--- src/hdl/u8trunc_pkg.sv ---
// Shared types, constants and helpers for the UTF-8 prefix truncator.
`timescale 1ns / 1ps

package u8trunc_pkg;

  // Limit on kept code points after reset
  localparam logic [15:0] MAX_UNITS_RESET = 16'd1024;

  // Default depth of the queue between front and back
  localparam int QUEUE_DEPTH = 4;

  // Most bytes that one code point can carry
  localparam int GRP_BYTES = 4;

  // Lead byte masks and patterns
  localparam logic [7:0] LEAD2_MASK = 8'he0;
  localparam logic [7:0] LEAD2_PAT  = 8'hc0;
  localparam logic [7:0] LEAD3_MASK = 8'hf0;
  localparam logic [7:0] LEAD3_PAT  = 8'he0;
  localparam logic [7:0] LEAD4_MASK = 8'hf8;
  localparam logic [7:0] LEAD4_PAT  = 8'hf0;
  localparam logic [1:0] CONT_TAG   = 2'b10;

  // One input word
  typedef struct packed {
    logic [7:0] in_byte;
    logic       in_last;
  } in_word_t;

  // One output word
  typedef struct packed {
    logic [7:0] out_byte;
    logic       out_valid;
    logic       out_last;
  } out_word_t;

  // One queued group: the bytes of a finished code point and/or an end mark
  typedef struct packed {
    logic [GRP_BYTES-1:0][7:0] bytes;
    logic [2:0]                cnt;
    logic                      last;
  } grp_t;

  // Sequence length from a lead byte; zero for a bad lead byte
  function automatic logic [2:0] lead_len(input logic [7:0] b);
    logic [2:0] len;
    len = 3'd0;
    if (b[7] == 1'b0) begin
      len = 3'd1;
    end else if ((b & LEAD2_MASK) == LEAD2_PAT) begin
      len = 3'd2;
    end else if ((b & LEAD3_MASK) == LEAD3_PAT) begin
      len = 3'd3;
    end else if ((b & LEAD4_MASK) == LEAD4_PAT) begin
      len = 3'd4;
    end
    return len;
  endfunction

endpackage

--- src/hdl/u8trunc_front.sv ---
// Front part: decodes incoming bytes into whole code points and end marks.
`timescale 1ns / 1ps

module u8trunc_front
  import u8trunc_pkg::*;
(
  input  logic        clk,
  input  logic        rst_n,
  input  logic        acc,
  input  in_word_t    word,
  input  logic [15:0] max_units,
  output logic        push,
  output grp_t        grp
);

  logic [2:0][7:0] held_r;
  logic [2:0]      seq_len_r, seq_len_nxt;
  logic [1:0]      held_cnt_r, held_cnt_nxt;
  logic [15:0]     unit_cnt_r, unit_cnt_nxt;
  logic            stopped_r, stopped_nxt;
  logic            hb_we;
  logic [1:0]      hb_idx;
  logic [2:0]      len;
  logic [7:0]      b;

  assign b   = word.in_byte;
  assign len = lead_len(b);

  // Decode one accepted word
  always_comb begin
    seq_len_nxt  = seq_len_r;
    held_cnt_nxt = held_cnt_r;
    unit_cnt_nxt = unit_cnt_r;
    stopped_nxt  = stopped_r;
    hb_we        = 1'b0;
    hb_idx       = held_cnt_r;
    grp          = '0;
    push         = 1'b0;
    if (acc) begin
      if (!stopped_r) begin
        if (held_cnt_r == 2'd0) begin
          if (unit_cnt_r >= max_units || len == 3'd0) begin
            stopped_nxt = 1'b1;
          end else if (len == 3'd1) begin
            grp.bytes[0] = b;
            grp.cnt      = 3'd1;
            unit_cnt_nxt = unit_cnt_r + 16'd1;
          end else begin
            hb_we        = 1'b1;
            hb_idx       = 2'd0;
            seq_len_nxt  = len;
            held_cnt_nxt = 2'd1;
          end
        end else if (b[7:6] != CONT_TAG) begin
          // drop the partial sequence
          stopped_nxt  = 1'b1;
          held_cnt_nxt = 2'd0;
          seq_len_nxt  = 3'd0;
        end else if ({1'b0, held_cnt_r} + 3'd1 >= seq_len_r) begin
          // sequence complete: held bytes then this one
          grp.bytes[0] = held_r[0];
          grp.bytes[1] = (held_cnt_r > 2'd1) ? held_r[1] : b;
          grp.bytes[2] = (held_cnt_r > 2'd2) ? held_r[2] : b;
          grp.bytes[3] = b;
          grp.cnt      = {1'b0, held_cnt_r} + 3'd1;
          unit_cnt_nxt = unit_cnt_r + 16'd1;
          held_cnt_nxt = 2'd0;
          seq_len_nxt  = 3'd0;
        end else begin
          hb_we        = 1'b1;
          held_cnt_nxt = held_cnt_r + 2'd1;
        end
      end
      if (word.in_last) begin
        grp.last     = 1'b1;
        seq_len_nxt  = 3'd0;
        held_cnt_nxt = 2'd0;
        unit_cnt_nxt = 16'd0;
        stopped_nxt  = 1'b0;
      end
      push = (grp.cnt != 3'd0) || grp.last;
    end
  end

  // String state
  always_ff @(posedge clk) begin
    if (!rst_n) begin
      seq_len_r  <= 3'd0;
      held_cnt_r <= 2'd0;
      unit_cnt_r <= 16'd0;
      stopped_r  <= 1'b0;
    end else begin
      seq_len_r  <= seq_len_nxt;
      held_cnt_r <= held_cnt_nxt;
      unit_cnt_r <= unit_cnt_nxt;
      stopped_r  <= stopped_nxt;
    end
  end

  // Hold bytes of the sequence in progress
  always_ff @(posedge clk) begin
    if (hb_we) begin
      held_r[hb_idx] <= b;
    end
  end

endmodule

--- src/hdl/u8trunc_fifo.sv ---
// Short queue of decoded groups between front and back.
`timescale 1ns / 1ps

module u8trunc_fifo
  import u8trunc_pkg::*;
#(
  parameter int Depth = QUEUE_DEPTH
) (
  input  logic                     clk,
  input  logic                     rst_n,
  input  logic                     push,
  input  grp_t                     wr_grp,
  input  logic                     pop,
  output grp_t                     rd_grp,
  output logic                     full,
  output logic                     empty,
  output logic [$clog2(Depth+1)-1:0] cnt
);

  localparam int PW = (Depth > 1) ? $clog2(Depth) : 1;
  localparam int CW = $clog2(Depth + 1);

  grp_t          mem_r [Depth];
  logic [PW-1:0] wr_ptr_r, wr_ptr_nxt;
  logic [PW-1:0] rd_ptr_r, rd_ptr_nxt;
  logic [CW-1:0] cnt_r, cnt_nxt;
  logic          do_push, do_pop;

  assign full    = (cnt_r == CW'(Depth));
  assign empty   = (cnt_r == '0);
  assign cnt     = cnt_r;
  assign rd_grp  = mem_r[rd_ptr_r];
  assign do_push = push && !full;
  assign do_pop  = pop && !empty;

  // Advance pointers and occupancy
  always_comb begin
    wr_ptr_nxt = wr_ptr_r;
    rd_ptr_nxt = rd_ptr_r;
    cnt_nxt    = cnt_r;
    if (do_push) begin
      wr_ptr_nxt = (wr_ptr_r == PW'(Depth - 1)) ? '0 : wr_ptr_r + PW'(1);
    end
    if (do_pop) begin
      rd_ptr_nxt = (rd_ptr_r == PW'(Depth - 1)) ? '0 : rd_ptr_r + PW'(1);
    end
    if (do_push && !do_pop) begin
      cnt_nxt = cnt_r + CW'(1);
    end else if (do_pop && !do_push) begin
      cnt_nxt = cnt_r - CW'(1);
    end
  end

  always_ff @(posedge clk) begin
    if (!rst_n) begin
      wr_ptr_r <= '0;
      rd_ptr_r <= '0;
      cnt_r    <= '0;
    end else begin
      wr_ptr_r <= wr_ptr_nxt;
      rd_ptr_r <= rd_ptr_nxt;
      cnt_r    <= cnt_nxt;
    end
  end

  // Storage
  always_ff @(posedge clk) begin
    if (do_push) begin
      mem_r[wr_ptr_r] <= wr_grp;
    end
  end

endmodule

--- src/hdl/u8trunc_back.sv ---
// Back part: unpacks queued groups into output words, one per cycle while out_ready is high.
`timescale 1ns / 1ps

module u8trunc_back
  import u8trunc_pkg::*;
(
  input  logic      clk,
  input  logic      rst_n,
  input  grp_t      q_grp,
  input  logic      q_empty,
  output logic      q_pop,
  output logic      out_valid,
  input  logic      out_ready,
  output out_word_t out_data
);

  grp_t       cur_r;
  logic [1:0] idx_r, idx_nxt;
  logic       busy_r, busy_nxt;
  logic       last_word;
  logic       take;

  // Final word of the current group
  assign last_word = (cur_r.cnt == 3'd0) || ({1'b0, idx_r} == cur_r.cnt - 3'd1);
  assign take      = busy_r && out_ready;
  assign q_pop     = !q_empty && (!busy_r || (take && last_word));

  assign out_valid          = busy_r;
  assign out_data.out_byte  = cur_r.bytes[idx_r];
  assign out_data.out_valid = (cur_r.cnt != 3'd0);
  assign out_data.out_last  = cur_r.last && last_word;

  // Step through the group
  always_comb begin
    idx_nxt  = idx_r;
    busy_nxt = busy_r;
    if (q_pop) begin
      idx_nxt  = 2'd0;
      busy_nxt = 1'b1;
    end else if (take) begin
      if (last_word) begin
        busy_nxt = 1'b0;
      end else begin
        idx_nxt = idx_r + 2'd1;
      end
    end
  end

  always_ff @(posedge clk) begin
    if (!rst_n) begin
      idx_r  <= 2'd0;
      busy_r <= 1'b0;
    end else begin
      idx_r  <= idx_nxt;
      busy_r <= busy_nxt;
    end
  end

  // Load the next group
  always_ff @(posedge clk) begin
    if (q_pop) begin
      cur_r <= q_grp;
    end
  end

endmodule

--- src/hdl/utf8_prefix_truncator_core.sv ---
// Top level of the UTF-8 prefix truncator.
//
// Bytes of a string enter on in_valid/in_ready with in_data (byte, last
// flag). Whole UTF-8 code points, up to cfg max_units of them, leave on
// out_valid/out_ready, one byte per word; the final word of a string has
// out_last set, and a string with nothing kept ends in one bare marker word.
// The front decodes one byte per cycle and sends finished code points to a
// queue of FifoDepth groups; the back unpacks them one word per cycle.
// Throughput: one input word per cycle, as long as the queue has room; the
// back emits one word per cycle while out_ready is high, so sustained rate
// is one byte per cycle. A finished code point is written into the queue and
// then loaded into the back's group register before its first word leaves.
// When the receiver stalls, the back holds its word and the queue fills;
// in_ready falls only when the queue is full.
// Reset (rst_n low, synchronous) empties the queue, clears string state and
// sets max_units to 1024. Write cfg_wdata with cfg_we only while idle.
`timescale 1ns / 1ps

module utf8_prefix_truncator_core
  import u8trunc_pkg::*;
#(
  parameter int FifoDepth = QUEUE_DEPTH
) (
  input  logic        clk,
  input  logic        rst_n,
  input  logic        in_valid,
  output logic        in_ready,
  input  in_word_t    in_data,
  output logic        out_valid,
  input  logic        out_ready,
  output out_word_t   out_data,
  input  logic        cfg_we,
  input  logic [15:0] cfg_wdata
);

  logic [15:0] max_units_r;
  logic        push, q_full, q_empty, q_pop;
  grp_t        wr_grp, rd_grp;
  logic [$clog2(FifoDepth+1)-1:0] q_cnt;

  assign in_ready = !q_full;

  // Limit register
  always_ff @(posedge clk) begin
    if (!rst_n) begin
      max_units_r <= MAX_UNITS_RESET;
    end else if (cfg_we) begin
      max_units_r <= cfg_wdata;
    end
  end

  u8trunc_front u_front (
    .clk       (clk),
    .rst_n     (rst_n),
    .acc       (in_valid && !q_full),
    .word      (in_data),
    .max_units (max_units_r),
    .push      (push),
    .grp       (wr_grp)
  );

  u8trunc_fifo #(
    .Depth (FifoDepth)
  ) u_fifo (
    .clk    (clk),
    .rst_n  (rst_n),
    .push   (push),
    .wr_grp (wr_grp),
    .pop    (q_pop),
    .rd_grp (rd_grp),
    .full   (q_full),
    .empty  (q_empty),
    .cnt    (q_cnt)
  );

  u8trunc_back u_back (
    .clk       (clk),
    .rst_n     (rst_n),
    .q_grp     (rd_grp),
    .q_empty   (q_empty),
    .q_pop     (q_pop),
    .out_valid (out_valid),
    .out_ready (out_ready),
    .out_data  (out_data)
  );

`ifndef SYNTHESIS
  // Never push into a full queue
  assert property (@(posedge clk) disable iff (!rst_n) push |-> !q_full)
    else $error("push into full queue");

  // Queue occupancy stays within its depth
  assert property (@(posedge clk) disable iff (!rst_n)
                   q_cnt <= ($clog2(FifoDepth+1))'(FifoDepth))
    else $error("queue count overflow");

  // A word without a byte is always an end marker
  assert property (@(posedge clk) disable iff (!rst_n)
                   (out_valid && !out_data.out_valid) |-> out_data.out_last)
    else $error("bare word without last");

  // A pop only happens with data in the queue
  assert property (@(posedge clk) disable iff (!rst_n) q_pop |-> !q_empty)
    else $error("pop from empty queue");
`endif

endmodule
--- config.mk ---
export PLATFORM = sky130hd
export DESIGN_NAME = utf8_prefix_truncator_core
export DESIGN_NICKNAME = d
export VERILOG_FILES = /design/src/hdl/u8trunc_pkg.sv /design/src/hdl/u8trunc_front.sv /design/src/hdl/u8trunc_fifo.sv /design/src/hdl/u8trunc_back.sv /design/src/hdl/utf8_prefix_truncator_core.sv
export SDC_FILE = /design/constraint.sdc
export NUM_CORES = 1
export LEC_CHECK = 0
export BUFFER_PORTS_ARGS = -buffer_cell sky130_fd_sc_hd__clkbuf_2
export CORE_ASPECT_RATIO = 0.9
export CORE_MARGIN = 2
export CORE_UTILIZATION = 50
export DETAILED_ROUTE_END_ITERATION = 16
export GPL_TIMING_DRIVEN = 0
export PLACE_DENSITY = 0.67
export SETUP_SLACK_MARGIN = 0.15
export SYNTH_ARGS = -nofsm -noshare
export SYNTH_HDL_FRONTEND = slang
export SYNTH_SLANG_ARGS = --single-unit
--- constraint.sdc ---
create_clock -name clk -period 6.2 [get_ports clk]
set_input_delay 1.86 -clock clk [delete_from_list [all_inputs] [get_ports clk]]
set_output_delay 1.86 -clock clk [all_outputs]
set_load 0.01 [all_outputs]
### After elaboration in Yosys (flattened, before gate mapping)

Memories as Yosys holds them, arrays and structs flattened. A register that Yosys moved wholly into a read port is not among the register bits.
Index checks and enable logic that the tools add are counted.

| word-level totals | value |
|---|---|
| register bits after elaboration | 72 |
| RAM bits | 144 |
| input bits | 30 |
| logic and storage cells | 152 |
| memories | 1 |

Memory list:

| memory | words | width | rd ports | clocked after memory_dff | write ports | RTL line | source |
|---|---|---|---|---|---|---|---|
| u_fifo.mem_r | 4 | 36 | 1 | 1 | 1 | u8trunc_fifo.sv:23 | `grp_t mem_r [Depth];` |

| cells by class | value |
|---|---|
| add/sub/neg operators | 9 |
| order comparisons | 7 |
| equal/unequal tests | 14 |
| mux-type cells | 70 |
| bitwise logic cells | 2 |
| reductions and logical operators | 36 |

Operator list:

| kind | number |
|---|---|
| 35-bit two-way mux | 4 |
| 16-bit two-way mux | 7 |
| 3-bit two-way mux | 13 |
| 36-bit two-way mux | 1 |
| 11-bit two-way mux | 3 |
| 8-bit two-way mux | 4 |
| 2-bit two-way mux | 14 |
| 24-bit bitwise mux | 1 |
| 24-bit two-way mux | 1 |
| 1-bit two-way mux | 20 |
| 16-bit by 1-bit adder with 16-bit output (second input constant) | 1 |
| 8-bit binary-select mux with 2-bit select | 1 |
| 8-bit demux with 2-bit select | 1 |
| 16-bit >= comparator | 1 |
| 1-bit logical AND | 10 |
| 3-bit zero test | 3 |
| 3-bit != test (second input constant) | 3 |
| 3-bit nonzero test | 3 |
| 2-bit by 1-bit adder with 2-bit output (second input constant) | 4 |
| 3-bit equality test (second input constant) | 2 |
| 2-bit by 3-bit less-than comparator with 1-bit output (second input constant) | 2 |
| 6-bit AND reduction | 1 |
| 2-bit nonzero test | 3 |
| 3-bit by 1-bit subtractor with 3-bit output (second input constant) | 2 |
| 22 further kinds | 33 |

### Longest topological paths before layout

| logic depth | value |
|---|---|
| depth in word-level cells | 19 |
| depth in mapped cells | 15 |

### By module

From an unflattened synthesis, not the netlist that was laid out.

| second synthesis, totals | value |
|---|---|
| cell total of the unflattened synthesis | 676 |
| area, all modules | 10822.9 µm² |

By module, submodules not included:

| module | instances | cells each | area each (µm²) |
|---|---|---|---|
| u8trunc_fifo | 1 | 239 | 5729.2 |
| u8trunc_front | 1 | 308 | 2871.5 |
| u8trunc_back | 1 | 76 | 1599.0 |
| utf8_prefix_truncator_core | 1 | 53 | 623.1 |

### Worst setup path before layout

No wires, ideal clock.

| timing | value |
|---|---|
| path type | in2reg |
| from | input port in_data[8] (netlist bit) |
| to | memory u_fifo.mem_r[0][0] (netlist bit), enable pin |
| data arrival time | 4.614 ns |
| required time | 5.766 ns |
| path slack | 1.152 ns |
| stages on the path | 8 |
| path buffers | 2 |
| path through | buf_4 > nand4_1 > nand3b_4 > a221oi_4 > and4_1 > buf_2 > nor2_4 > nor2b_1 |

| on the way | value |
|---|---|
| cells in the longest elaborated chain, start to end | 17 |
| elaborated cells between the ends (all ways) | 23 |
| those cells by class | 5 x eq/ne; 13 x mux; 5 x reduce/logical |

RTL lines:

| what | RTL line | source |
|---|---|---|
| start, declared | utf8_prefix_truncator_core.sv:28 | `input in_word_t in_data,` |
| 5-bit equality test | u8trunc_pkg.sv:54 | `end else if ((b & LEAD4_MASK) == LEAD4_PAT) begin` |
| 3-bit two-way mux | u8trunc_pkg.sv:54 |  |
| 3-bit two-way mux | u8trunc_pkg.sv:52 | `end else if ((b & LEAD3_MASK) == LEAD3_PAT) begin` |
| 3-bit two-way mux | u8trunc_pkg.sv:50 | `end else if ((b & LEAD2_MASK) == LEAD2_PAT) begin` |
| 3-bit two-way mux | u8trunc_pkg.sv:48 | `if (b[7] == 1'b0) begin` |
| 3-bit by 1-bit equality test with 1-bit output / 3-bit zero test (equally long branches) | u8trunc_front.sv:44, u8trunc_front.sv:42 |  |
| 11-bit two-way mux / 1-bit logical OR (equally long branches) | u8trunc_front.sv:44, u8trunc_front.sv:42 |  |
| 11-bit two-way mux | u8trunc_front.sv:42 | `if (unit_cnt_r >= max_units \|\| len == 3'd0) begin` |
| 11-bit two-way mux (*) | u8trunc_front.sv:41 | `if (held_cnt_r == 2'd0) begin` |
| 35-bit two-way mux (*) | u8trunc_front.sv:40 | `if (!stopped_r) begin` |
| 35-bit two-way mux (*) | u8trunc_front.sv:39 | `if (acc) begin` |
| 3-bit nonzero test (*) | u8trunc_front.sv:81 | `push = (grp.cnt != 3'd0) \|\| grp.last;` |
| 1-bit logical OR (*) | u8trunc_front.sv:81 |  |
| 1-bit two-way mux (*) | u8trunc_front.sv:39 |  |
| 1-bit logical AND (*) | u8trunc_fifo.sv:33 | `assign do_push = push && !full;` |
| 1-bit two-way mux (*) | u8trunc_fifo.sv:68 | `if (do_push) begin` |
| 1-bit two-way mux (implied by the code) (*) | u8trunc_fifo.sv:69 | `mem_r[wr_ptr_r] <= wr_grp;` |
| end, declared | u8trunc_fifo.sv:23 |  |

Every way passes the cells marked *; elsewhere a longest branch is shown, timed or not. The select of a mux whose other input is x is not followed.

==> flow_metrics.py <==
metrics = {
    "floorplan": {
        "ios": 42,
        "start_util_pct": 51.0,
        "die_w_um": 158,
        "rows": 50,
        "dieArea_um2": 22500,
        "coreArea_um2": 20900,
        "die_h_um": 143,
    },
    "routing": {
        "antenna_left": 0,
        "wl_per_cell_um": 20.5,
        "dr.pass1.iters": 5,
        "drc": 0,
        "avgViaCountPerCell": 5.68,
        "vias": 5962,
        "drtIter0Drc": 493,
        "drt-total-wl_um": 21500,
    },
    "synth": {
        "syn_area_um2": 10700,
        "ys.flop_type": "edfxtp_1",
        "synth_top_cell_by_area": "edfxtp_1",
        "synth_top_area_share_pct": 57.4,
        "syn_inst": 673,
        "ys_seq_area_share_pct": 66.4,
        "avgSynthCellArea_um2": 15.8,
        "yosys-top-cells-area": "edfxtp_1 (57%), mux4_2 (9.3%), dfxtp_1 (9.0%)",
        "yosys_warnings": 0,
        "async_flop_share_pct": 0,
        "synth_edf_count": 204,
        "ys_types": 59,
        "yosys_register_bits": 252,
    },
    "global_route": {
        "grt_pass1_vias": 6206,
        "grt_max_degree": 40,
        "grt.total_usage_pct": 19.9,
        "grt_pass1_wl_um": 34000,
        "antenna_found_initial": 1,
        "grt_overflow_total": 0,
    },
    "setup_path": {
        "slowest_stage": "buf_1",
        "r2r-end": "u_fifo.cnt[2]",
        "start_kind": "register",
        "crit_fanout": 10,
        "regToRegStartpoint": "u_front.held_cnt_r[0]",
        "crit_path_cell_trace": "buf_1 -> mux4_2 -> clkbuf_2",
        "rrSetupSlack_ns": 2.41,
        "cp_slowest_stage_delay_ns": 0.76,
        "cp-end-kind": "output port",
        "cp_data_required_time_ns": 4.34,
        "path_class": "register to output port",
        "cp.arrival_ns": 2.55,
        "reg2reg_depth": 15,
    },
    "clocking": {
        "post-cts-setup-buffer-count": 0,
        "clk_pin_slew_worst_paths_ns": 0.06,
        "numClockSinks": 252,
        "cts_root_buf": "clkbuf_16",
        "htree_levels": 1,
        "ctsLongestPathBuffers": 3,
        "cts_tree": "done",
        "clk_latency_ns": 0.52,
        "cts_resized": 0,
        "hold_buffers": 0,
        "cts_buffers": 25,
    },
    "power": {
        "internal_power_w": 0.00326,
        "switching_share_pct": 26.6,
        "pwr_density_cell_nw_per_um2": 368,
        "p_leak_nw": 4.19,
        "switching_power_w": 0.00118,
        "irDropWorstVdd_mv": 0.173,
        "seqPwrFrac_pct": 50.0,
        "combPwrFrac_pct": 20.2,
        "pwr-share-clk_pct": 29.8,
    },
    "hold_path": {
        "min_from": "u_front.seq_len_r[1]",
        "worstHoldPathCells": 2,
        "min_delay_worst_endpoint": "u_front.seq_len_r[1]",
        "hp-class": "register to register",
    },
    "timing": {
        "period_needed_ns": 4.41,
        "finClkSkew_ns": 0.00890,
        "finalHoldViolCount": 0,
        "rsz0062_at_grt": "no",
        "min_period_over_period_pct": 71.1,
        "worstMarginPinSlew_ns": 1.08,
        "setup_viol": 0,
        "hold_ws_ns": 0.481,
        "setup_tns_ns": 0,
        "fmaxAchievable_mhz": 227,
        "slew_violations": 0,
        "slew-limit-headroom_pct": 27.9,
    },
    "layout": {
        "drive_gt1_share_pct": 19.3,
        "syn_to_final_growth_pct": 13.1,
        "nFillCells": 1656,
        "final_cells": 1049,
        "final_nets": 810,
    },
    "job": {
        "maxCapViolCount": 0,
    },
    "place": {
        "dp_hpwl_um": 14100,
        "place.gp.congestion": 0.833,
        "dpl.cell_count": 1006,
        "port_buffers": 40,
    },
    "run_status": {
        "status": "finished, final reports clean",
    },
}
## final cells by class
| cell class | count | area, um2 | share of cell area (%) |
|---|---|---|---|
| diodes | 1 | 2.50 | 0.0208 |
| repair buffers | 44 | 280 | 2.32 |
| clock buffers | 29 | 641 | 5.31 |
| clock inverters | 13 | 61.3 | 0.508 |
| flip-flops and latches | 252 | 7090 | 58.8 |
| inverters | 35 | 131 | 1.09 |
| multi-input cells | 361 | 3370 | 27.9 |
| well taps | 286 | 358 | 2.97 |
| plain buffers | 28 | 131 | 1.09 |
## worst max-delay path: cells and delay by family, from the launching register on
family / cells / cell delay, ns
buffers and inverters: 2 / 0.91
DFF: 1 / 0.48
muxes: 1 / 0.63
## kinds of logic (layout without fill, tap and decap cells)
logic type      Yosys count  in the layout  synth area share, %
fa+ha+maj                33             33                 3.94
flops                   252            252                 66.4
other cells               1              5               0.0352
compound gates           80             80                 5.49
mux                      81             81                 12.8
xor+xnor                  5              5                0.411
simple gates            158            158                 8.45
buf+inv                  63            149                 2.46
## Yosys cell counts (7+ instances only)
cell	n
mux4_2	44
mux2i_1	37
edfxtp_1	204
a21oi_1	22
a22o_1	7
nand3_1	17
nor2b_1	24
nor2_1	28
dfxtp_1	48
or4_1	11
nand2_1	26
clkbuf_1	16
inv_1	33
o21ai_1	7
o31ai_1	13
ha_1	32
and2_1	12
## power groups by stage
stage	combinational, W	clock (W)	sequential (W)
after floorplan	0.000622	0	0.00222
after global placement	0.000856	0	0.00225
after detailed placement	0.000908	0	0.00225
after CTS	0.000909	0.00135	0.00222
after global routing	0.000974	0.00142	0.00224
final	0.000894	0.00132	0.00222
## layer usage
layer	track usage (%)	share of wire, %
met1	27.5	45
met2	33.5	49
met3	2.86	4.1
met4	5.17	1.9
met5	0	0
## how the worst max path moves through the flow
stage | start | endpoint | slack [ns] | cells past startpoint
global placement | in_data[7] | u_fifo.mem_r[0][30] | -0.60 | 8
finish | u_back.idx_r[0] | out_data[7] | 1.79 | 3
detailed placement | in_data[7] | u_fifo.cnt[2] | 1.29 | 14
global route | u_back.idx_r[0] | out_data[7] | 1.66 | 3
CTS | u_back.idx_r[0] | out_data[7] | 1.71 | 3
floorplan | in_data[8] | u_fifo.mem_r[0][0] | 1.15 | 8
## cells in the final DEF (no fill, tap or decap), drive strengths merged, types with 3 or more instances in the layout
cell type,netlist,final
and3,6,6
ha,32,32
nand4,6,6
o211ai,4,4
conb,1,4
buf,12,16
or4,11,11
clkinv,2,12
xnor2,4,4
and4,4,4
o21ai,13,13
a21boi,5,5
nand3,18,18
mux4,44,44
a21oi,23,23
o31ai,13,13
mux2i,37,37
nor2b,24,24
dfxtp,48,48
clkbuf,16,85
a21o,4,4
a22o,7,7
nand2b,4,4
nand2,26,26
or3,6,6
nor2,29,29
and2,14,14
nor3,5,5
o21a,3,3
edfxtp,204,204
inv,33,34
## sequential cells by signal (all words and copies together), names as in the netlist, 3 cells and up
name	cells
max_units_r	16
u_back.cur_r	36
u_fifo.cnt	3
u_fifo.mem_r	144
u_front.held_r	24
u_front.seq_len_r	3
u_front.unit_cnt_r	16
## per-stage QoR
| stage | total power (W) | area, um2 | utilization, % | worst slack, ns |
|---|---|---|---|---|
| 3_5_place_dp | 0.00316 | 11300 | 54.3 | 1.29 |
| 4_1_cts | 0.00448 | 12100 | 57.7 | 1.71 |
| 2_1_floorplan | 0.00285 | 10700 | - | 1.15 |
| 3_3_place_gp | 0.00311 | 11200 | 53.8 | -0.597 |
| 5_1_grt | 0.00463 | 12100 | 57.7 | 1.66 |
| 6_report | 0.00444 | 12100 | 57.7 | 1.79 |
Note: power is estimated with default switching activity, not from simulation.
